--- src/rtl/tvba_pkg.sv ---
// Shared constants, codes and helpers for the texture VRAM bump allocator.
package tvba_pkg;

    localparam int unsigned VRAM_BYTES = 4194304;
    localparam int unsigned PAGE_BYTES = 8192;
    localparam int unsigned MAX_SIDE   = 1024;

    localparam int unsigned ADDR_W  = 23;
    localparam int unsigned SIDE_W  = 12;
    localparam int unsigned ARITH_W = 30;
    localparam int unsigned UNIT_W  = 8;

    // padding grids: direct 64x32 px at 4 bytes, indexed 128x64 px at 1 byte
    localparam int unsigned D_GRID_W   = 64;
    localparam int unsigned D_GRID_H   = 32;
    localparam int unsigned D_PIX_B    = 4;
    localparam int unsigned I_GRID_W   = 128;
    localparam int unsigned I_GRID_H   = 64;
    localparam int unsigned D_TILE_B   = D_GRID_W * D_GRID_H * D_PIX_B;
    localparam int unsigned I_TILE_B   = I_GRID_W * I_GRID_H;
    localparam int unsigned BLK_B      = 256;
    localparam int unsigned PAL_B      = 1024;
    localparam int unsigned BW_UNIT    = 64;
    localparam int unsigned I_BW_SCALE = I_GRID_W / BW_UNIT;

    localparam logic [1:0] REQ_DIRECT  = 2'd0;
    localparam logic [1:0] REQ_INDEXED = 2'd1;
    localparam logic [1:0] REQ_RESET   = 2'd2;

    localparam logic [2:0] ST_OK       = 3'd0;
    localparam logic [2:0] ST_BAD_SIZE = 3'd1;
    localparam logic [2:0] ST_MISALIGN = 3'd2;
    localparam logic [2:0] ST_MULTIPLE = 3'd3;
    localparam logic [2:0] ST_NO_MEM   = 3'd4;

    typedef logic [2:0] status_t;

    // ceiling log2, capped at 15
    function automatic logic [3:0] clog2_cap(input logic [SIDE_W-1:0] v);
        logic [SIDE_W-1:0] m;
        logic [4:0]        r;
        m = v - SIDE_W'(1);
        r = 5'd0;
        if (v > SIDE_W'(1)) begin
            for (int i = 0; i < SIDE_W; i++) begin
                if (m[i]) r = 5'(i + 1);
            end
        end
        clog2_cap = (r > 5'd15) ? 4'd15 : r[3:0];
    endfunction

endpackage

--- src/rtl/texture_vram_bump_allocator_core.sv ---
// Texture VRAM bump allocator: request register, allocation logic, result register.
//
// Each request (allocate direct, allocate indexed, or reset cursor) produces exactly one
// result. A request is captured in the input register, evaluated by combinational logic
// (checks, grid padding, page alignment, fit test) and written to the result register while
// the cursor updates in the same cycle, so while m_ready holds a new request can be taken
// every cycle and throughput is one request per cycle; m_ready low stalls the step.
// The cursor resets to 0 and is loaded from texture_start only by a reset-cursor request.
// texture_start resets to 0 and is loaded by the config write port, which is always ready.
module texture_vram_bump_allocator_core
    import tvba_pkg::*;
(
    input  logic                aclk,
    input  logic                aresetn,

    input  logic                cfg_valid,
    output logic                cfg_ready,
    input  logic [ADDR_W-1:0]   cfg_data,

    input  logic                s_valid,
    output logic                s_ready,
    input  logic [1:0]          s_req_type,
    input  logic [SIDE_W-1:0]   s_tex_width,
    input  logic [SIDE_W-1:0]   s_tex_height,
    input  logic [3:0]          s_source_low_bits,
    input  logic [3:0]          s_palette_low_bits,

    output logic                m_valid,
    input  logic                m_ready,
    output logic [2:0]          m_status,
    output logic [13:0]         m_texture_block,
    output logic [13:0]         m_palette_block,
    output logic [4:0]          m_row_pitch,
    output logic [3:0]          m_width_exp,
    output logic [3:0]          m_height_exp,
    output logic                m_is_indexed,
    output logic [ADDR_W-1:0]   m_free_bytes
);

    logic [ADDR_W-1:0] texture_start_reg;
    logic [ADDR_W-1:0] cursor_reg, cursor_next;

    logic              in_valid_reg;
    logic [1:0]        req_type_reg;
    logic [SIDE_W-1:0] width_reg, height_reg;
    logic [3:0]        src_bits_reg, pal_bits_reg;

    logic              out_valid_reg;
    status_t           status_reg, status_next;
    logic [13:0]       tblk_reg, tblk_next;
    logic [13:0]       pblk_reg, pblk_next;
    logic [4:0]        bw_reg, bw_next;
    logic [3:0]        wl_reg, wl_next;
    logic [3:0]        hl_reg, hl_next;
    logic              idx_reg, idx_next;
    logic [ADDR_W-1:0] free_reg, free_next;

    logic              step;
    logic              indexed;
    logic              is_alloc;
    logic [3:0]        low_prod;
    logic [UNIT_W-1:0] units_w, units_h;
    logic [2*UNIT_W-1:0] units;
    logic [ARITH_W-1:0] bytes, cur, pcur, end_addr;

    assign cfg_ready = 1'b1;

    assign step    = in_valid_reg && (!out_valid_reg || m_ready);
    assign s_ready = !in_valid_reg || step;

    always_ff @(posedge aclk) begin
        if (!aresetn) begin
            texture_start_reg <= '0;
        end else if (cfg_valid && cfg_ready) begin
            texture_start_reg <= cfg_data;
        end
    end

    // request register
    always_ff @(posedge aclk) begin
        if (!aresetn) begin
            in_valid_reg <= 1'b0;
        end else if (s_ready) begin
            in_valid_reg <= s_valid;
        end
        if (s_valid && s_ready) begin
            req_type_reg <= s_req_type;
            width_reg    <= s_tex_width;
            height_reg   <= s_tex_height;
            src_bits_reg <= s_source_low_bits;
            pal_bits_reg <= s_palette_low_bits;
        end
    end

    assign indexed  = (req_type_reg == REQ_INDEXED);
    assign is_alloc = (req_type_reg == REQ_DIRECT) || indexed;

    // only the low nibble of w*h matters for the 16-byte multiple check
    assign low_prod = 4'(width_reg[3:0] * height_reg[3:0]);

    always_comb begin
        if (indexed) begin
            units_w = UNIT_W'((13'(width_reg) + 13'(I_GRID_W - 1)) / I_GRID_W);
            units_h = UNIT_W'((13'(height_reg) + 13'(I_GRID_H - 1)) / I_GRID_H);
        end else begin
            units_w = UNIT_W'((13'(width_reg) + 13'(D_GRID_W - 1)) / D_GRID_W);
            units_h = UNIT_W'((13'(height_reg) + 13'(D_GRID_H - 1)) / D_GRID_H);
        end
    end

    assign units = units_w * units_h;
    assign bytes = indexed ? ARITH_W'(units) * ARITH_W'(I_TILE_B)
                           : ARITH_W'(units) * ARITH_W'(D_TILE_B);

    assign cur  = (ARITH_W'(cursor_reg) + ARITH_W'(PAGE_BYTES - 1))
                  & ~ARITH_W'(PAGE_BYTES - 1);
    assign pcur = (cur + bytes + ARITH_W'(BLK_B - 1)) & ~ARITH_W'(BLK_B - 1);
    assign end_addr = indexed ? pcur + ARITH_W'(PAL_B) : cur + bytes;

    always_comb begin
        status_next = ST_OK;
        tblk_next   = '0;
        pblk_next   = '0;
        bw_next     = '0;
        wl_next     = '0;
        hl_next     = '0;
        idx_next    = 1'b0;
        cursor_next = cursor_reg;

        if (req_type_reg == REQ_RESET) begin
            cursor_next = texture_start_reg;
        end else if (is_alloc) begin
            if (width_reg == '0 || height_reg == '0 ||
                width_reg > SIDE_W'(MAX_SIDE) || height_reg > SIDE_W'(MAX_SIDE)) begin
                status_next = ST_BAD_SIZE;
            end else if (src_bits_reg != 4'd0 || (indexed && pal_bits_reg != 4'd0)) begin
                status_next = ST_MISALIGN;
            end else if (indexed ? (low_prod != 4'd0) : (low_prod[1:0] != 2'd0)) begin
                status_next = ST_MULTIPLE;
            end else if (end_addr > ARITH_W'(VRAM_BYTES)) begin
                status_next = ST_NO_MEM;
            end else begin
                tblk_next   = cur[21:8];
                pblk_next   = indexed ? pcur[21:8] : 14'd0;
                bw_next     = indexed ? 5'(units_w * I_BW_SCALE) : units_w[4:0];
                wl_next     = clog2_cap(width_reg);
                hl_next     = clog2_cap(height_reg);
                idx_next    = indexed;
                cursor_next = end_addr[ADDR_W-1:0];
            end
        end

        if ({1'b0, cursor_next} >= 24'(VRAM_BYTES)) begin
            free_next = '0;
        end else begin
            free_next = ADDR_W'(24'(VRAM_BYTES) - {1'b0, cursor_next});
        end
    end

    always_ff @(posedge aclk) begin
        if (!aresetn) begin
            cursor_reg <= '0;
        end else if (step) begin
            cursor_reg <= cursor_next;
        end
    end

    // result register
    always_ff @(posedge aclk) begin
        if (!aresetn) begin
            out_valid_reg <= 1'b0;
        end else if (step) begin
            out_valid_reg <= 1'b1;
        end else if (m_ready) begin
            out_valid_reg <= 1'b0;
        end
        if (step) begin
            status_reg <= status_next;
            tblk_reg   <= tblk_next;
            pblk_reg   <= pblk_next;
            bw_reg     <= bw_next;
            wl_reg     <= wl_next;
            hl_reg     <= hl_next;
            idx_reg    <= idx_next;
            free_reg   <= free_next;
        end
    end

    assign m_valid         = out_valid_reg;
    assign m_status        = status_reg;
    assign m_texture_block = tblk_reg;
    assign m_palette_block = pblk_reg;
    assign m_row_pitch     = bw_reg;
    assign m_width_exp     = wl_reg;
    assign m_height_exp    = hl_reg;
    assign m_is_indexed    = idx_reg;
    assign m_free_bytes    = free_reg;

    // a failed allocation must leave the cursor alone
    a_err_keeps_cursor: assert property (@(posedge aclk) disable iff (!aresetn)
        step && status_next != ST_OK |=> cursor_reg == $past(cursor_reg))
        else $error("cursor moved on failed allocation");

    a_err_zero_fields: assert property (@(posedge aclk) disable iff (!aresetn)
        m_valid && m_status != ST_OK |-> m_texture_block == 14'd0 &&
            m_palette_block == 14'd0 && !m_is_indexed)
        else $error("error result carries address fields");

    a_palette_above_texture: assert property (@(posedge aclk) disable iff (!aresetn)
        m_valid && m_is_indexed |-> m_palette_block > m_texture_block)
        else $error("palette not above texture");

    a_empty_takes_request: assert property (@(posedge aclk) disable iff (!aresetn)
        !in_valid_reg |-> s_ready)
        else $error("empty request register refuses request");

    a_result_after_step: assert property (@(posedge aclk) disable iff (!aresetn)
        step |=> m_valid)
        else $error("evaluated request lost");

endmodule
--- config.mk ---
export PLATFORM = sky130hd
export DESIGN_NAME = texture_vram_bump_allocator_core
export DESIGN_NICKNAME = d
export VERILOG_FILES = /design/src/rtl/tvba_pkg.sv /design/src/rtl/texture_vram_bump_allocator_core.sv
export SDC_FILE = /design/constraint.sdc
export NUM_CORES = 1
export LEC_CHECK = 0
export ABC_AREA = 1
export BUFFER_PORTS_ARGS = -buffer_cell sky130_fd_sc_hd__buf_4
export CORE_MARGIN = 3
export CORE_UTILIZATION = 60
export DETAILED_ROUTE_END_ITERATION = 16
export GPL_TIMING_DRIVEN = 0
export PLACE_DENSITY = 0.82
export SETUP_SLACK_MARGIN = 0.2
export SLEW_MARGIN = 20
export SYNTH_ARGS = -nofsm -noshare
export SYNTH_HDL_FRONTEND = slang
export SYNTH_SLANG_ARGS = --single-unit
export TNS_END_PERCENT = 5
--- constraint.sdc ---
create_clock -name aclk -period 17.95 [get_ports aclk]
set_clock_uncertainty 0.2 [all_clocks]
set_input_delay 0.8975 -clock aclk [delete_from_list [all_inputs] [get_ports aclk]]
set_output_delay 0.8975 -clock aclk [all_outputs]
set_load 0.05 [all_outputs]
### Word level (Yosys, flattened, before mapping)

Cells that the tools add are included.

| operators by class | value |
|---|---|
| add/sub/neg operators | 11 |
| $mul | 2 |
| order comparisons | 8 |
| eq/ne operators | 2 |
| multiplexer cells | 57 |
| bitwise logic cells | 2 |
| reduce and logical (&&, ||, !) cells | 26 |

Operators by type and width:

| cell | number |
|---|---|
| two-way mux 5 bit | 37 |
| two-way mux 23 bit | 6 |
| adder 24 x 29 -> 30 bit | 1 |
| adder 30 x 11 -> 30 bit (second input constant) | 1 |
| adder 30 x 8 -> 30 bit (second input constant) | 1 |
| greater-than comparator 30 x 23 -> 1 bit (second input constant) | 1 |
| two-way mux 30 bit | 1 |
| adder 12 x 6 -> 13 bit (second input constant) | 2 |
| adder 23 x 13 -> 24 bit (second input constant) | 1 |
| greater-than comparator 12 x 1 -> 1 bit (second input constant) | 2 |
| greater-than comparator 12 x 11 -> 1 bit (second input constant) | 2 |
| logical NOT 12 bit | 2 |
| subtractor 12 x 1 -> 12 bit (second input constant) | 2 |
| greater-or-equal comparator 23 bit (second input constant) | 1 |
| subtractor 23 bit (first input constant) | 1 |
| multiplier 8 x 8 -> 16 bit | 1 |
| OR reduction 7 bit | 2 |
| adder 12 x 5 -> 13 bit (second input constant) | 1 |
| adder 12 x 7 -> 13 bit (second input constant) | 1 |
| nonzero test 4 bit | 3 |
| greater-than comparator 5 x 4 -> 1 bit (second input constant) | 2 |
| two-way mux 4 bit | 2 |
| two-way mux 8 bit | 1 |
| logical OR 1 bit | 7 |
| other kinds (16) | 27 |

| storage, ports and cells | value |
|---|---|
| flip-flop bits (word level) | 150 |
| bits of input ports | 62 |

### Logic depth before layout (Yosys ltp)

| logic depth | value |
|---|---|
| depth after elaboration | 22 |
| depth in mapped cells | 55 |
| gate-level depth less buffers | 54 |

### Worst setup path before layout

No wires, ideal clock.

| timing | value |
|---|---|
| path type | register to register |
| from | reg height_reg[0] |
| to | reg free_reg[0] (netlist: m_free_bytes[0]) (data pin) |
| library setup time | 0.260 ns |
| data arrival time | 7.939 ns |
| path slack | 9.551 ns |
| cell stages (with the launch flop) | 50 |
| buffers on the path | 2 |
| period minus slack after synthesis | 8.399 ns |
| cell sequence | edfxtp_1 inv_1 ha_1 inv_1 or2_2 nor2_1 inv_1 or2_2 nand2_1 nor2_1 inv_1 nor2_1 o21ai_0 nand2_1 inv_1 nand2_1 fa_1 inv_1 [... 14 more ...] inv_1 a21oi_1 nand2_1 nor2_1 nand4_1 a21oi_2 nand4_4 buf_6 a22oi_2 ha_1 inv_1 nor3_2 nand3_1 nor2_2 nand4_1 nand2_2 buf_6 nor2_2 |

| on the way | value |
|---|---|
| longest elaborated chain between the ends | 15 |
| elaborated cells between the ends (all ways) | 26 |
| those cells by class | add/sub (6); mul (2); order compare (3); mux (9); reduce/logical (6) |

RTL lines:

| element | line | text |
|---|---|---|
| start, declared | texture_vram_bump_allocator_core.sv:45 | `logic [SIDE_W-1:0] width_reg, height_reg;` |
| start signal, assigned | texture_vram_bump_allocator_core.sv:89 | `height_reg <= s_tex_height;` |
| adder 12 x 5 -> 13 bit or adder 12 x 6 -> 13 bit (tied branches) | texture_vram_bump_allocator_core.sv:107, texture_vram_bump_allocator_core.sv:104 |  |
| two-way mux 8 bit | texture_vram_bump_allocator_core.sv:102 | `if (indexed) begin` |
| multiplier 8 x 8 -> 16 bit | texture_vram_bump_allocator_core.sv:111 | `assign units = units_w * units_h;` |
| adder 24 x 29 -> 30 bit | texture_vram_bump_allocator_core.sv:117, texture_vram_bump_allocator_core.sv:118 |  |
| adder 30 x 8 -> 30 bit | texture_vram_bump_allocator_core.sv:117 | `assign pcur = (cur + bytes + ARITH_W'(BLK_B - 1)) & ~ARITH_W'(BLK_B - 1);` |
| adder 30 x 11 -> 30 bit | texture_vram_bump_allocator_core.sv:118 | `assign end_addr = indexed ? pcur + ARITH_W'(PAL_B) : cur + bytes;` |
| two-way mux 30 bit | texture_vram_bump_allocator_core.sv:118 |  |
| greater-than comparator 30 x 23 -> 1 bit | texture_vram_bump_allocator_core.sv:140 | `end else if (end_addr > ARITH_W'(VRAM_BYTES)) begin` |
| two-way mux 23 bit | texture_vram_bump_allocator_core.sv:140 |  |
| two-way mux 23 bit | texture_vram_bump_allocator_core.sv:138 | `end else if (indexed ? (low_prod != 4'd0) : (low_prod[1:0] != 2'd0)) begin` |
| two-way mux 23 bit | texture_vram_bump_allocator_core.sv:136 | `end else if (src_bits_reg != 4'd0 \|\| (indexed && pal_bits_reg != 4'd0)) begin` |
| two-way mux 23 bit * | texture_vram_bump_allocator_core.sv:133 | `if (width_reg == '0 \|\| height_reg == '0 \|\|` |
| two-way mux 23 bit * | texture_vram_bump_allocator_core.sv:132 | `end else if (is_alloc) begin` |
| two-way mux 23 bit * | texture_vram_bump_allocator_core.sv:130 | `if (req_type_reg == REQ_RESET) begin` |
| subtractor 23 bit or greater-or-equal comparator 23 bit (tied branches) | texture_vram_bump_allocator_core.sv:156, texture_vram_bump_allocator_core.sv:153 |  |
| end signal, assigned | texture_vram_bump_allocator_core.sv:185 | `free_reg <= free_next;` |
| end, declared | texture_vram_bump_allocator_core.sv:56 | `logic [ADDR_W-1:0] free_reg, free_next;` |

Every way passes the cells marked *; elsewhere a longest branch is shown, timed or not.
A chain may end at the register's enable or synchronous reset.

### Worst setup path after layout

| timing | value |
|---|---|
| from | reg height_reg[0] |
| to | reg free_reg[11] (netlist: m_free_bytes[11]) (data pin) |

Same word-level chain as after synthesis.

==> impl_metrics.toml <==
[status]
status = "finished, final reports clean"

[critical_path]
reg2reg_slack_ns = 8.33
path_common_cell = "inv_1"
cp.required_ns = 17.94
crit_start = "height_reg[0]$_DFFE_PP_"
path_max_fanout = 10
critPathCapture = "m_free_bytes[11]$_SDFFCE_PP0P_"
critical_path.max_stage_delay_ns = 0.54
crit_path_top_delay_cell = "fa_1"
r2r-start = "height_reg[0]$_DFFE_PP_"
startpoint_type = "flop"
setup.worst_path.class = "reg2reg"
arrival_ns = 9.61
r2r_end = "m_free_bytes[11]$_SDFFCE_PP0P_"
rr_worst_depth = 49
endpoint_kind = "flop"

[global_routing]
grt_overflow_total = 0
track_usage = 0.280
grt_first_pass_wirelength_mm = 43.9
grtUsageMet3 = 0.0563
grtUsageMet1 = 0.378
antenna_found_initial = 0
grt_pass1_vias = 9171
busiest_layer = "met2"
grtUsageMet2 = 0.455
grt_max_degree = 44

[clocking]
ctsHoldBuffers = 0
cts-htree-levels = 4
cts-root-buf = "clkbuf_16"
clk_pin_slew_worst_paths_ns = 0.06
cts_resized = 0
post-cts-setup-buffer-count = 0
cts_tree = "yes"
clock-sinks = 140
cts_buffer_depth = 2
worstSkewPairLatency_ns = 0.44
cts_buffers = 17

[synthesis]
ys.flop_type = "edfxtp_1"
ys_top_cells_by_area = "edfxtp_1 26%, nand2_1 9.5%, dfxtp_1 9.1%"
ys_seq_area_frac = 0.354
yosysTopAreaCell = "edfxtp_1"
syn_area_um2 = 10500
synth-simple-area-share = 0.281
synth_top_family_by_area = "simple AND/OR/NAND/NOR gates"
postSynth.asyncResetShare = 0
synthAdderAreaFrac = 0.130
netlist_instances = 1390
synth_edf_count = 92
synth_seq_cells = 140
synth_compound_area_frac = 0.0817
syn_area_per_cell_um2 = 7.56
yosysWarningCount = 0
yosys.area.top_type_share = 0.263
muxShareOfSynthArea = 0
synth_xor_area_frac = 0.0448
synth_most_common_cell = "nand2_1"
yosys-top-cells-count = "265 x nand2_1, 226 x inv_1, 217 x nor2_1"
ys_types = 53

[routing]
drt_iter0_markers = 934
ant_nets = 0
dr.pass1.iters = 7
drc = 0
num_vias = 9504
wirelength_mm = 26.8
via_per_inst = 5.36
drt-wirelength-per-cell_um = 15.1

[floorplan]
placementRows = 47
core_um2 = 16900
die_area_um2 = 19100
start_util = 0.622
die_h_um = 138
ios = 133
die_x_um = 138

[timing]
period_minus_slack_ns = 9.62
slew_headroom = 0.525
maxSlewViolCount = 0
period_share = 0.536
setup_viol = 0
hold_viol = 0
rsz0062_at_grt = "false"
tightestPinTransition_ns = 0.706
max_freq_mhz = 104
setup_tns_ns = 0

[placed_design]
gp_congestion = 0.943
io_buffers = 120
post-dp-hpwl_mm = 20.5

[power]
power_density_nw_per_um2 = 118
power.total_mw = 1.46
ir_drop_mv = 0.0890
p_leak_nw = 6.16

[layout]
nNetsFinal = 1692
final-seq-area_um2 = 3720
syn_to_final_growth_pct = 17.6
drive_gt1_frac = 0.169
diodes = 0
fillCellCount = 1309
multi_input_area_um2 = 5680

[job]
maxCapViolCount = 0

[min_path]
hold_depth = 2
hp-class = "reg2reg"
metrics by stage:
stage	hold WS, ns	cells	setup WS, ns	util	instance area [um^2]
after floorplan	0.228	1399	9.55	-	10500
after global placement	0.244	1739	8.58	0.694	11700
after detailed placement	0.252	1740	8.47	0.695	11700
after CTS	0.260	1772	8.42	0.732	12400
after global routing	0.290	1772	7.54	0.732	12400
final	0.266	1772	8.33	0.732	12400
logic make-up (layout without fill, tap and decap cells):
logic type / Yosys count / after routing
AND/OR/NAND/NOR: 667 / 667
buffers and inverters: 280 / 433
AO/OA/AOI/OAI: 158 / 158
flip-flops: 140 / 140
adder cells (fa/ha/maj): 91 / 91
XOR/XNOR: 52 / 52
other: 2 / 11
cell usage in the layout, fill, tap and decap left out, drive strengths merged, types with 2 or more instances in the layout:
| cell type | instances |
|---|---|
| nand2 | 287 |
| nor2 | 254 |
| inv | 244 |
| buf | 139 |
| edfxtp | 92 |
| nand3 | 73 |
| o21ai | 73 |
| a21oi | 64 |
| ha | 61 |
| dfxtp | 48 |
| xor2 | 40 |
| clkbuf | 40 |
| fa | 30 |
| nor3 | 22 |
| nand4 | 13 |
| xnor2 | 12 |
| conb | 11 |
| clkinv | 8 |
| a31oi | 6 |
| nand3b | 6 |
| o211ai | 4 |
| or2 | 4 |
| nor4 | 3 |
| and2 | 3 |
| a21boi | 3 |
| a22oi | 2 |
| bufinv | 2 |
worst max-delay path: cells and delay by family, from the launching register on:
kind                     cells  cell delay (ns)
AND/OR/NAND/NOR             23             3.18
adder cells (fa/ha/maj)      8             3.16
buffers and inverters       12             1.28
AO/OA/AOI/OAI                5             0.88
flip-flops                   1             0.51
XOR/XNOR                     1             0.17
layout make-up:
class | instances | area share
Buffer | 37 | 0.0178
Clock buffer | 21 | 0.0399
Clock inverter | 11 | 0.0102
Inverter | 243 | 0.0739
Multi-Input combinational cell | 979 | 0.460
Sequential cell | 140 | 0.301
Tap cell | 220 | 0.0223
Timing Repair Buffer | 121 | 0.0745
how the worst min path moves through the flow:
stage                                                  start                                  to
final                     texture_start_reg[17]$_SDFFE_PN0P_  texture_start_reg[17]$_SDFFE_PN0P_
after CTS                 texture_start_reg[21]$_SDFFE_PN0P_  texture_start_reg[21]$_SDFFE_PN0P_
after global routing      texture_start_reg[18]$_SDFFE_PN0P_  texture_start_reg[18]$_SDFFE_PN0P_
after detailed placement  texture_start_reg[21]$_SDFFE_PN0P_  texture_start_reg[21]$_SDFFE_PN0P_
after floorplan           texture_start_reg[21]$_SDFFE_PN0P_  texture_start_reg[21]$_SDFFE_PN0P_
after global placement    texture_start_reg[16]$_SDFFE_PN0P_  texture_start_reg[16]$_SDFFE_PN0P_
metal layers:
layer,routed length [um],part of all wire,vias to the layer above
met5,0,0,-
met4,637,0.024,0
met3,2080,0.078,55
met2,12500,0.47,406
met1,11500,0.43,4358
li1,-,-,4685
where the power goes:
part / total [mW] / leakage, nW / internal, mW / switching (mW)
clock network: 0.372 / 0.308 / 0.226 / 0.146
registers: 0.379 / 1.26 / 0.368 / 0.0111
logic: 0.710 / 4.59 / 0.239 / 0.471
total: 1.46 / 6.16 / 0.833 / 0.628
(Power assumes the default switching activity.)
